===== src/design/bnme_pkg.sv =====
// Shared constants and types for the bounding-box normalized Morton encoder.
`timescale 1ns / 1ps

package bnme_pkg;

    // Default widths, handed to the top level as parameter defaults.
    localparam int COORD_WIDTH_DEF = 32;
    localparam int AXIS_BITS_DEF   = 21;

    // Fixed port widths.
    localparam int POS_WIDTH  = 32;
    localparam int CODE_WIDTH = 63;
    localparam int AXES       = 3;

    // Action codes carried by an input item.
    typedef enum logic [1:0] {
        ACT_START  = 2'd0,
        ACT_WIDEN  = 2'd1,
        ACT_ENCODE = 2'd2
    } t_action;

    // Step controls from the sequencer to each axis lane.
    typedef struct packed {
        logic load;   // capture the biased point
        logic prep;   // offset from lower bound, span, low clamp
        logic check;  // high clamp, seed the remainder
        logic step;   // one restoring division step
    } t_lane_ctrl;

endpackage


===== src/design/bnme_axis_div.sv =====
// One axis lane: offset, span and a bit-serial scaled quotient.
`timescale 1ns / 1ps

module bnme_axis_div
    import bnme_pkg::*;
#(
    parameter int COORD_WIDTH = COORD_WIDTH_DEF,
    parameter int AXIS_BITS   = AXIS_BITS_DEF
) (
    input  logic                   i_clk,
    input  t_lane_ctrl             i_ctrl,
    input  logic [COORD_WIDTH-1:0] i_point,
    input  logic [COORD_WIDTH-1:0] i_lower,
    input  logic [COORD_WIDTH-1:0] i_upper,
    output logic [AXIS_BITS-1:0]   o_quant
);

    // Largest quantum a point may take: 2^AXIS_BITS - 2.
    localparam logic [AXIS_BITS-1:0] QUANT_CLAMP = {{(AXIS_BITS-1){1'b1}}, 1'b0};

    logic [COORD_WIDTH-1:0] r_point;
    logic [COORD_WIDTH-1:0] r_offset;
    logic [COORD_WIDTH-1:0] r_span;
    logic [COORD_WIDTH-1:0] r_rem;
    logic [AXIS_BITS-1:0]   r_quot;
    logic                   r_at_low;
    logic                   r_at_high;

    logic [COORD_WIDTH:0]   w_rem2;
    logic [COORD_WIDTH-1:0] w_sub;
    logic                   w_ge;
    logic [COORD_WIDTH-1:0] n_rem;

    // The remainder stays below the span, so whichever of the doubled value
    // and the difference is kept fits back into the coordinate width.
    always_comb begin
        w_rem2 = {r_rem, 1'b0};
        w_sub  = w_rem2[COORD_WIDTH-1:0] - r_span;
        w_ge   = (w_rem2 >= {1'b0, r_span});
        n_rem  = w_ge ? w_sub : w_rem2[COORD_WIDTH-1:0];
    end

    always_ff @(posedge i_clk) begin
        if (i_ctrl.load) begin
            r_point <= i_point;
        end
        if (i_ctrl.prep) begin
            r_offset <= r_point - i_lower;
            r_at_low <= (r_point <= i_lower);
            r_span   <= (i_upper == i_lower) ? COORD_WIDTH'(1) : i_upper - i_lower;
        end
        if (i_ctrl.check) begin
            r_at_high <= (r_offset >= r_span);
            r_rem     <= r_offset;
            r_quot    <= '0;
        end
        if (i_ctrl.step) begin
            r_rem  <= n_rem;
            r_quot <= {r_quot[AXIS_BITS-2:0], w_ge};
        end
    end

    // The division gives floor(d * 2^B / span); multiplying by 2^B - 1
    // instead takes one off the quotient when the remainder fell below d.
    always_comb begin
        if (r_at_low) begin
            o_quant = '0;
        end else if (r_at_high) begin
            o_quant = QUANT_CLAMP;
        end else if (r_rem >= r_offset) begin
            o_quant = r_quot;
        end else begin
            o_quant = r_quot - AXIS_BITS'(1);
        end
    end

endmodule


===== src/design/bbox_normalized_morton_encoder.sv =====
// Top level of the bounding-box normalized 3-D Morton encoder.
`timescale 1ns / 1ps

// Channel  Direction  Handshake                 Payload
// input    in         i_in_valid / o_in_stall   i_action, i_pos_x, i_pos_y, i_pos_z
// output   out        o_out_valid / i_out_stall o_morton_code, o_no_bounds_error
//
// A start or widen item updates the bounds in the cycle it is accepted and
// gives no result. An encode item passes through the prep, check, division
// and done states before the next item can be accepted; the three axis
// lanes run in parallel, each with a one-bit-per-cycle restoring division.
// An encode item with no bounds set goes straight from idle to done. Reset
// clears the sequencer, the output valid and the bounds flag; the bounds
// themselves hold no reset value. While the output register still holds an
// item that is stalled, a finished encode waits in its last step and the
// input side stays stalled.

module bbox_normalized_morton_encoder
    import bnme_pkg::*;
#(
    parameter int COORD_WIDTH = COORD_WIDTH_DEF,
    parameter int AXIS_BITS   = AXIS_BITS_DEF
) (
    input  logic                        i_clk,
    input  logic                        i_rst_n,
    input  logic                        i_in_valid,
    output logic                        o_in_stall,
    input  logic [1:0]                  i_action,
    input  logic signed [POS_WIDTH-1:0] i_pos_x,
    input  logic signed [POS_WIDTH-1:0] i_pos_y,
    input  logic signed [POS_WIDTH-1:0] i_pos_z,
    output logic                        o_out_valid,
    input  logic                        i_out_stall,
    output logic [CODE_WIDTH-1:0]       o_morton_code,
    output logic                        o_no_bounds_error
);

    localparam int CNT_WIDTH = $clog2(AXIS_BITS);
    localparam logic [COORD_WIDTH-1:0] SIGN_FLIP = {1'b1, {(COORD_WIDTH-1){1'b0}}};

    // Sequencer states, one-hot.
    typedef enum logic [4:0] {
        S_IDLE  = 5'b00001,
        S_PREP  = 5'b00010,
        S_CHECK = 5'b00100,
        S_DIV   = 5'b01000,
        S_DONE  = 5'b10000
    } t_state;

    t_state r_state, n_state;
    logic [CNT_WIDTH-1:0] r_cnt, n_cnt;
    logic r_bounds_valid, n_bounds_valid;
    logic r_err, n_err;
    logic r_out_valid, n_out_valid;
    logic [CODE_WIDTH-1:0] r_code;
    logic r_no_bounds;

    logic [AXES-1:0][COORD_WIDTH-1:0] r_lower;
    logic [AXES-1:0][COORD_WIDTH-1:0] r_upper;

    logic [AXES-1:0][COORD_WIDTH-1:0] w_point;
    logic [AXES-1:0][AXIS_BITS-1:0]   w_quant;
    logic [CODE_WIDTH-1:0]            w_code;
    logic                             w_accept;
    logic                             w_out_free;
    logic                             w_restart;
    logic                             w_widen;
    logic                             w_load_out;
    t_lane_ctrl                       w_ctrl;

    // Coordinates are read at COORD_WIDTH bits (sign extended or cut) and
    // turned to offset binary, so that unsigned order is signed order.
    assign w_point[0] = COORD_WIDTH'(i_pos_x) ^ SIGN_FLIP;
    assign w_point[1] = COORD_WIDTH'(i_pos_y) ^ SIGN_FLIP;
    assign w_point[2] = COORD_WIDTH'(i_pos_z) ^ SIGN_FLIP;

    assign o_in_stall = (r_state != S_IDLE);
    assign w_accept   = i_in_valid && !o_in_stall;
    assign w_out_free = !r_out_valid || !i_out_stall;

    // A widen item with no bounds yet behaves as a start item.
    assign w_restart = w_accept && ((i_action == ACT_START) ||
                       ((i_action == ACT_WIDEN) && !r_bounds_valid));
    assign w_widen   = w_accept && (i_action == ACT_WIDEN) && r_bounds_valid;

    assign w_ctrl.load  = w_accept && (i_action == ACT_ENCODE);
    assign w_ctrl.prep  = (r_state == S_PREP);
    assign w_ctrl.check = (r_state == S_CHECK);
    assign w_ctrl.step  = (r_state == S_DIV);

    for (genvar a = 0; a < AXES; a++) begin : g_lane
        bnme_axis_div #(
            .COORD_WIDTH(COORD_WIDTH),
            .AXIS_BITS  (AXIS_BITS)
        ) u_lane (
            .i_clk  (i_clk),
            .i_ctrl (w_ctrl),
            .i_point(w_point[a]),
            .i_lower(r_lower[a]),
            .i_upper(r_upper[a]),
            .o_quant(w_quant[a])
        );
    end

    // Bit interleave: x to 3i, y to 3i+1, z to 3i+2; upper bits stay zero
    // when the axis width is below its maximum.
    always_comb begin
        w_code = '0;
        for (int i = 0; i < AXIS_BITS; i++) begin
            for (int a = 0; a < AXES; a++) begin
                w_code[3*i+a] = w_quant[a][i];
            end
        end
    end

    // Sequencer.
    always_comb begin
        n_state        = r_state;
        n_cnt          = r_cnt;
        n_bounds_valid = r_bounds_valid;
        n_err          = r_err;
        w_load_out     = 1'b0;
        unique case (r_state)
            S_IDLE: begin
                if (w_restart) begin
                    n_bounds_valid = 1'b1;
                end
                if (w_accept && (i_action == ACT_ENCODE)) begin
                    n_err   = !r_bounds_valid;
                    n_state = r_bounds_valid ? S_PREP : S_DONE;
                end
            end
            S_PREP: begin
                n_state = S_CHECK;
            end
            S_CHECK: begin
                n_cnt   = CNT_WIDTH'(AXIS_BITS - 1);
                n_state = S_DIV;
            end
            S_DIV: begin
                n_cnt = r_cnt - CNT_WIDTH'(1);
                if (r_cnt == '0) begin
                    n_state = S_DONE;
                end
            end
            S_DONE: begin
                if (w_out_free) begin
                    w_load_out = 1'b1;
                    n_state    = S_IDLE;
                end
            end
            default: begin
                n_state = S_IDLE;
            end
        endcase
    end

    always_comb begin
        n_out_valid = r_out_valid;
        if (r_out_valid && !i_out_stall) begin
            n_out_valid = 1'b0;
        end
        if (w_load_out) begin
            n_out_valid = 1'b1;
        end
    end

    always_ff @(posedge i_clk) begin
        if (!i_rst_n) begin
            r_state        <= S_IDLE;
            r_cnt          <= '0;
            r_bounds_valid <= 1'b0;
            r_err          <= 1'b0;
            r_out_valid    <= 1'b0;
        end else begin
            r_state        <= n_state;
            r_cnt          <= n_cnt;
            r_bounds_valid <= n_bounds_valid;
            r_err          <= n_err;
            r_out_valid    <= n_out_valid;
        end
    end

    // Output register; an encode with no bounds reports a zero code.
    always_ff @(posedge i_clk) begin
        if (w_load_out) begin
            r_code      <= r_err ? '0 : w_code;
            r_no_bounds <= r_err;
        end
    end

    // Bounds per axis, kept in offset binary.
    always_ff @(posedge i_clk) begin
        for (int a = 0; a < AXES; a++) begin
            if (w_restart) begin
                r_lower[a] <= w_point[a];
                r_upper[a] <= w_point[a];
            end else if (w_widen) begin
                if (w_point[a] < r_lower[a]) begin
                    r_lower[a] <= w_point[a];
                end
                if (w_point[a] > r_upper[a]) begin
                    r_upper[a] <= w_point[a];
                end
            end
        end
    end

    assign o_out_valid       = r_out_valid;
    assign o_morton_code     = r_code;
    assign o_no_bounds_error = r_no_bounds;

endmodule


===== config.mk =====
export PLATFORM = sky130hd
export DESIGN_NAME = bbox_normalized_morton_encoder
export DESIGN_NICKNAME = d
export VERILOG_FILES = /design/src/design/bnme_pkg.sv /design/src/design/bnme_axis_div.sv /design/src/design/bbox_normalized_morton_encoder.sv
export SDC_FILE = /design/constraint.sdc
export NUM_CORES = 2
export LEC_CHECK = 0
export BUFFER_PORTS_ARGS = -buffer_cell sky130_fd_sc_hd__buf_2
export CAP_MARGIN = 20
export CORE_MARGIN = 2
export CORE_UTILIZATION = 60
export DETAILED_ROUTE_END_ITERATION = 7
export GPL_ROUTABILITY_DRIVEN = 0
export GPL_TIMING_DRIVEN = 0
export PLACE_DENSITY = 0.77
export SYNTH_ARGS = -nofsm -noshare
export SYNTH_HDL_FRONTEND = slang
export SYNTH_HIERARCHICAL = 1
export SYNTH_SLANG_ARGS = --single-unit
export TNS_END_PERCENT = 1

===== constraint.sdc =====
create_clock -name i_clk -period 7.1 [get_ports i_clk]
set_input_delay 1.42 -clock i_clk [delete_from_list [all_inputs] [get_ports i_clk]]
set_output_delay 1.42 -clock i_clk [all_outputs]
set_load 0.01 [all_outputs]

Yosys cells after proc, flatten, opt, wreduce, memory -nomap -nowiden

Cells that the tools add are included.
W data, S select, Z words.

Flip-flop bits (word level): 722
Bits of input ports: 102

Add/subtract/negate cells: 13
$lt $le $gt $ge: 18
Eq/ne operators: 14
Mux-type cells: 47
Bitwise logic cells: 3
Reductions and logical operators: 39

Operator list:

| cell                    | number |
|---|---|
| $mux W32                | 27 |
| $sub A32 B32 Y32        | 9 |
| $mux W21                | 10 |
| $ge A32 B32 Y1          | 6 |
| $ge A33 B32 Y1          | 3 |
| $eq A32 B32 Y1          | 3 |
| $gt A32 B32 Y1          | 3 |
| $le A32 B32 Y1          | 3 |
| $lt A32 B32 Y1          | 3 |
| $sub A21 B1 Y21 const B | 3 |
| $pmux W5 S5             | 1 |
| $mux W5                 | 4 |
| $reduce_bool A2 Y1      | 9 |
| $reduce_and A2 Y1       | 8 |
| $pmux W5 S2             | 1 |
| $reduce_or A3 Y1        | 3 |
| $logic_and A1 B1 Y1     | 7 |
| $reduce_or A2 Y1        | 3 |
| $eq A5 B1 Y1 const B    | 1 |
| $eq A5 B2 Y1 const B    | 1 |
| $eq A5 B3 Y1 const B    | 1 |
| $eq A5 B4 Y1 const B    | 1 |
| $eq A5 B5 Y1 const B    | 1 |
| $logic_not A5 Y1        | 1 |
| 12 further kinds        | 22 |

Longest topological paths before layout

Word-level depth: 7
Gate-level depth with buffers: 14

By module

The synthesis kept the hierarchy.

Modules (own cells, without submodules):

| module                                | instances | cells an instance | area each (µm²) | seq. area each (µm²) |
|---|---|---|---|---|
| bnme_axis_div at g_lane[1].u_lane ... | 2         | 1349              | 12654.6         | 4534.3 |
| bbox_normalized_morton_encoder        | 1         | 1086              | 13490.4         | 7947.6 |
| bnme_axis_div at g_lane[0].u_lane     | 1         | 1366              | 12712.2         | 4534.3 |

Worst setup path before layout

No wires, ideal clock.

Path kind: input to register
Start: input i_pos_y[31]
End: register r_upper[32] (netlist bit) (enable)
Setup time: 0.466 ns
Arrival time: 4.767 ns
Data required time: 6.634 ns
Slack: 1.868 ns
Stages: 8
Buffers on the path: 0
Cells stage by stage: inv_1 -> ha_1 -> nand4_1 -> nor4_1 -> a22oi_1 -> o211ai_1 -> a31oi_1 -> o21ai_0

Cells in the longest elaborated chain, start to end: 4

RTL lines:

| what                                | RTL line                              | source |
|---|---|---|
| start: declaration                  | bbox_normalized_morton_encoder.sv:30  | `input logic signed [POS_WIDTH-1:0] i_pos_y,` |
| $not A1 Y1 (no source line)         | --                                    |  |
| $gt A32 B32 Y1                      | bbox_normalized_morton_encoder.sv:202 | `if (w_point[a] > r_upper[a]) begin` |
| $reduce_bool A2 Y1 (no source line) | --                                    |  |
| $reduce_and A2 Y1 (no source line)  | --                                    |  |
| end signal: indexed assignment      | bbox_normalized_morton_encoder.sv:197 | `r_upper[a] <= w_point[a];` |
| end signal: indexed assignment      | bbox_normalized_morton_encoder.sv:203 | `r_upper[a] <= w_point[a];` |
| end: declaration                    | bbox_normalized_morton_encoder.sv:59  | `logic [AXES-1:0][COORD_WIDTH-1:0] r_upper;` |

No other way between the ends.
A chain may end at the register's enable or synchronous reset.

Final worst setup path

Start: register g_lane[0].u_lane.r_rem[9]
End: register g_lane[0].u_lane.r_rem[7], data pin

Cells in the longest elaborated chain, start to end: 3

RTL lines:

| what                     | RTL line            | source |
|---|---|---|
| start: declaration       | bnme_axis_div.sv:24 | `logic [COORD_WIDTH-1:0] r_rem;` |
| start signal: assignment | bnme_axis_div.sv:54 | `r_rem <= r_offset;` |
| start signal: assignment | bnme_axis_div.sv:58 | `r_rem <= n_rem;` |
| $ge A33 B32 Y1           | bnme_axis_div.sv:39 | `w_ge = (w_rem2 >= {1'b0, r_span});` |
| $mux W32                 | bnme_axis_div.sv:40 | `n_rem = w_ge ? w_sub : w_rem2[COORD_WIDTH-1:0];` |
| $mux W32                 | bnme_axis_div.sv:57 | `if (i_ctrl.step) begin` |

No other way between the ends.

==> results_dict.tcl <==
set metrics [dict create \
    vdd_drop_max_mv 0.2235 \
    initial_core_util 0.6050 \
    wl_per_cell_um 19.59 \
    clock_skew_ps 24.05 \
    synth-edff-count 709 \
    die-area_um2 88210 \
    final_common_cell "edfxtp_1" \
    cp.required_ps 7440 \
    drive_gt1_frac 0.07391 \
    hold_buffers 0 \
    r2r_start "g_lane[0].u_lane/r_rem[9]" \
    setup_violations 0 \
    core_um2 85150 \
    syn_nets 5932 \
    synthCells 5150 \
    cts_resized 0 \
    dpl.cell_count 6479 \
    setup.worst_path.class "reg -> reg" \
    finalPower_w 0.01357 \
    grt_max_degree 68 \
    h-tree-depth 3 \
    multiInputGateArea_um2 27330 \
    hold_depth 0 \
    maxSlewViolCount 0 \
    slew_headroom 0.2310 \
    critPathBufInv 3 \
    hold_end "o_no_bounds_error" \
    grt_first_pass_wirelength_um 205300 \
    min_from "r_err" \
    r2r_slack_ps 2860 \
    reg2reg_depth 13 \
    crit_chain "ha_1, clkbuf_1, and3_1, nand2_1, o21ai_0, o211ai_1, a31o_2, a31oi_1, or2_2, clkbuf_1, buf_4, mux2i_1, a21oi_1" \
    regArea_um2 21550 \
    outcome "finished clean" \
    layout_common_cells "edfxtp_1 (709), ha_1 (671), inv_1 (580)" \
    drtIter0Drc 3369 \
    ios 168 \
    cp-start-kind "flip-flop" \
    crit_top_cell "clkbuf_1" \
    clock_latency_ps 630 \
    holdCritPathClass "reg -> reg" \
    fin_util 0.6672 \
    final-hold-violation-count 0 \
    ys_seq_area_frac 0.4184 \
    r2r-end "g_lane[0].u_lane/r_rem[7]" \
    antenna_found_initial 10 \
    fin_nets 6199 \
    post-cts-setup-buffer-count 0 \
    cp_top_family "compound AO/OA/AOI/OAI gates" \
    clk_pin_slew_ps 60 \
    critPathArrivalTime_ps 4580 \
    drc 0 \
    routed_via_density 6.101 \
    ys_ff_latch 722 \
    grt_pass1_vias 38960 \
    setup_ws_ps 2864 \
    synthesis.area_um2 51510 \
    nFillCells 6619 \
    grt-ovfl-total 0 \
    tightest_slew_ps 1143 \
    finalWirelength_um 129900 \
    io_buffers 167 \
    fp-row-count 107 \
    firstDrtPassIters 6 \
    synthFlopType "edfxtp_1" \
    slowest_stage "a31oi_1" \
    period_needed_ps 4236 \
    cp_max_fo 10 \
    syn_to_final_growth_pct 10.28 \
    yosysUniqueCellTypes 96 \
    end_kind "flip-flop" \
    die_w_um 297.0 \
    die_h_um 297.0 \
    grt_usage 0.2883 \
    syn_avg_cell_area_um2 10.00 \
    setup_tns_ps 0 \
    power_density_nw_per_um2 238.9 \
    clockBufferDepth 3 \
    max_cap_viol_count 0 \
    vias 40450 \
    async_reset_ff_frac 0 \
    ant_nets 0 \
    post-route-period-util 0.5966 \
    p_leak_nw 24.18 \
    dp_hpwl_um 101400 \
    clock-sinks 722 \
    slowest_delay_ps 580 \
    pre_cts_slack_ps 2527 \
    instances_no_fill 6630 \
    timing.fmax_ghz 0.2361 \
    cts_root_buf "clkbuf_16" \
    cts_tree "built" \
    rsz0062_at_grt "no" \
    cts-buffers-inserted 80 \
    synth_warnings 6 \
]
logic make-up (layout without fill, tap and decap cells):
logic type / after synthesis / count (layout) / synth area share
AO/OA/AOI/OAI: 1367 / 1367 / 0.1743
XOR/XNOR: 246 / 246 / 0.04183
adder cells (fa/ha/maj): 680 / 680 / 0.1665
buffers and inverters: 707 / 1037 / 0.05239
flip-flops: 722 / 722 / 0.4184
multiplexers: 45 / 45 / 0.008841
other: 0 / 6 / 0
AND/OR/NAND/NOR: 1383 / 1383 / 0.1378
Yosys cell counts (all sizes together) (21+ instances only):
library cell  count  area, µm²
and3             27      168.9
o31a             21      188.9
edfxtp          709      21290
inv             581       2181
or3              40      269.0
nand4           111      694.4
nor2b           120      750.7
a211oi           67      508.0
a31oi            60      375.4
nor3             85      425.4
and2             79      498.0
a21oi           412       2062
ha              671       8396
mux2i            41      410.4
nand3           131      655.6
clkbuf           99      371.6
buf              26      142.6
xor2             65      569.3
o21a             47      355.3
o31ai            37      277.8
nor2            304       1141
nand2b           60      375.4
a21o            217       1629
xnor2           181       1585
o21ai           226       1131
o211ai           32      240.2
o221ai           45      394.1
o21bai           29      217.7
nand2           300       1129
or2              22      142.6
nor4             41      299.0
routing by layer:
layer  wire length [µm]  track usage  up-vias
met5                 34            0        -
li1                   -            -    19570
met1              55310       0.3859    19010
met3               8540      0.03104      237
met4               4566       0.1056        4
met2              61420       0.4856     1621
metrics by stage:
stage          cell area, µm²  hold slack, ps
6_report                56810           434.0
5_1_grt                 56800           437.8
4_1_cts                 56790           426.0
3_3_place_gp            53780           410.2
3_5_place_dp            54240           411.4
2_1_floorplan           51510           406.4
worst register-to-register path: cells and delay by family, from the launching register on:
kind / cells / cell delay [ps]
adder cells (fa/ha/maj): 1 / 310
flip-flops: 1 / 440
multiplexers: 1 / 260
AND/OR/NAND/NOR: 3 / 520
buffers and inverters: 3 / 850
AO/OA/AOI/OAI: 5 / 1590
report_power, final:
group	total [W]	switching (W)	internal [W]	leakage [nW]
clock	0.00408	0.00171	0.00237	1.24
sequential	0.00540	0.000166	0.00524	6.43
combinational	0.00408	0.00251	0.00157	16.5
sequential cells by signal (all words and copies together) (netlist names), 3 cells and up:
name                     count
r_lower                     96
g_lane.u_lane/r_offset      96
r_cnt                        5
g_lane.u_lane/r_quot        63
g_lane.u_lane/r_point       96
o_morton_code               63
r_state                      5
g_lane.u_lane/r_at_low       3
r_upper                     96
g_lane.u_lane/r_rem         96
g_lane.u_lane/r_at_high      3
g_lane.u_lane/r_span        96
how the worst max path moves through the flow:
stage | from | to | slack [ps] | cells past startpoint
finish | g_lane[0].u_lane/r_rem[9] | g_lane[0].u_lane/r_rem[7] | 2860 | 13
global route | g_lane[0].u_lane/r_rem[9] | g_lane[0].u_lane/r_rem[6] | 2690 | 13
CTS | g_lane[0].u_lane/r_rem[9] | g_lane[0].u_lane/r_rem[13] | 2920 | 13
detailed placement | i_pos_y[21] | r_lower[37] | 2530 | 9
global placement | i_pos_y[21] | r_lower[37] | -450 | 8
floorplan | i_pos_y[31] | r_upper[32] | 1870 | 8
cell type report:
class	count	area share
clock inverter	43	0.006938
timing repair buffer	185	0.02163
clock buffer	102	0.03797
multi-input combinational	3721	0.4811
antenna	6	0.0002643
inverter	582	0.03850
sequential	722	0.3794
tap	1144	0.02520
buffer	125	0.009052
(Power assumes the default switching activity.)
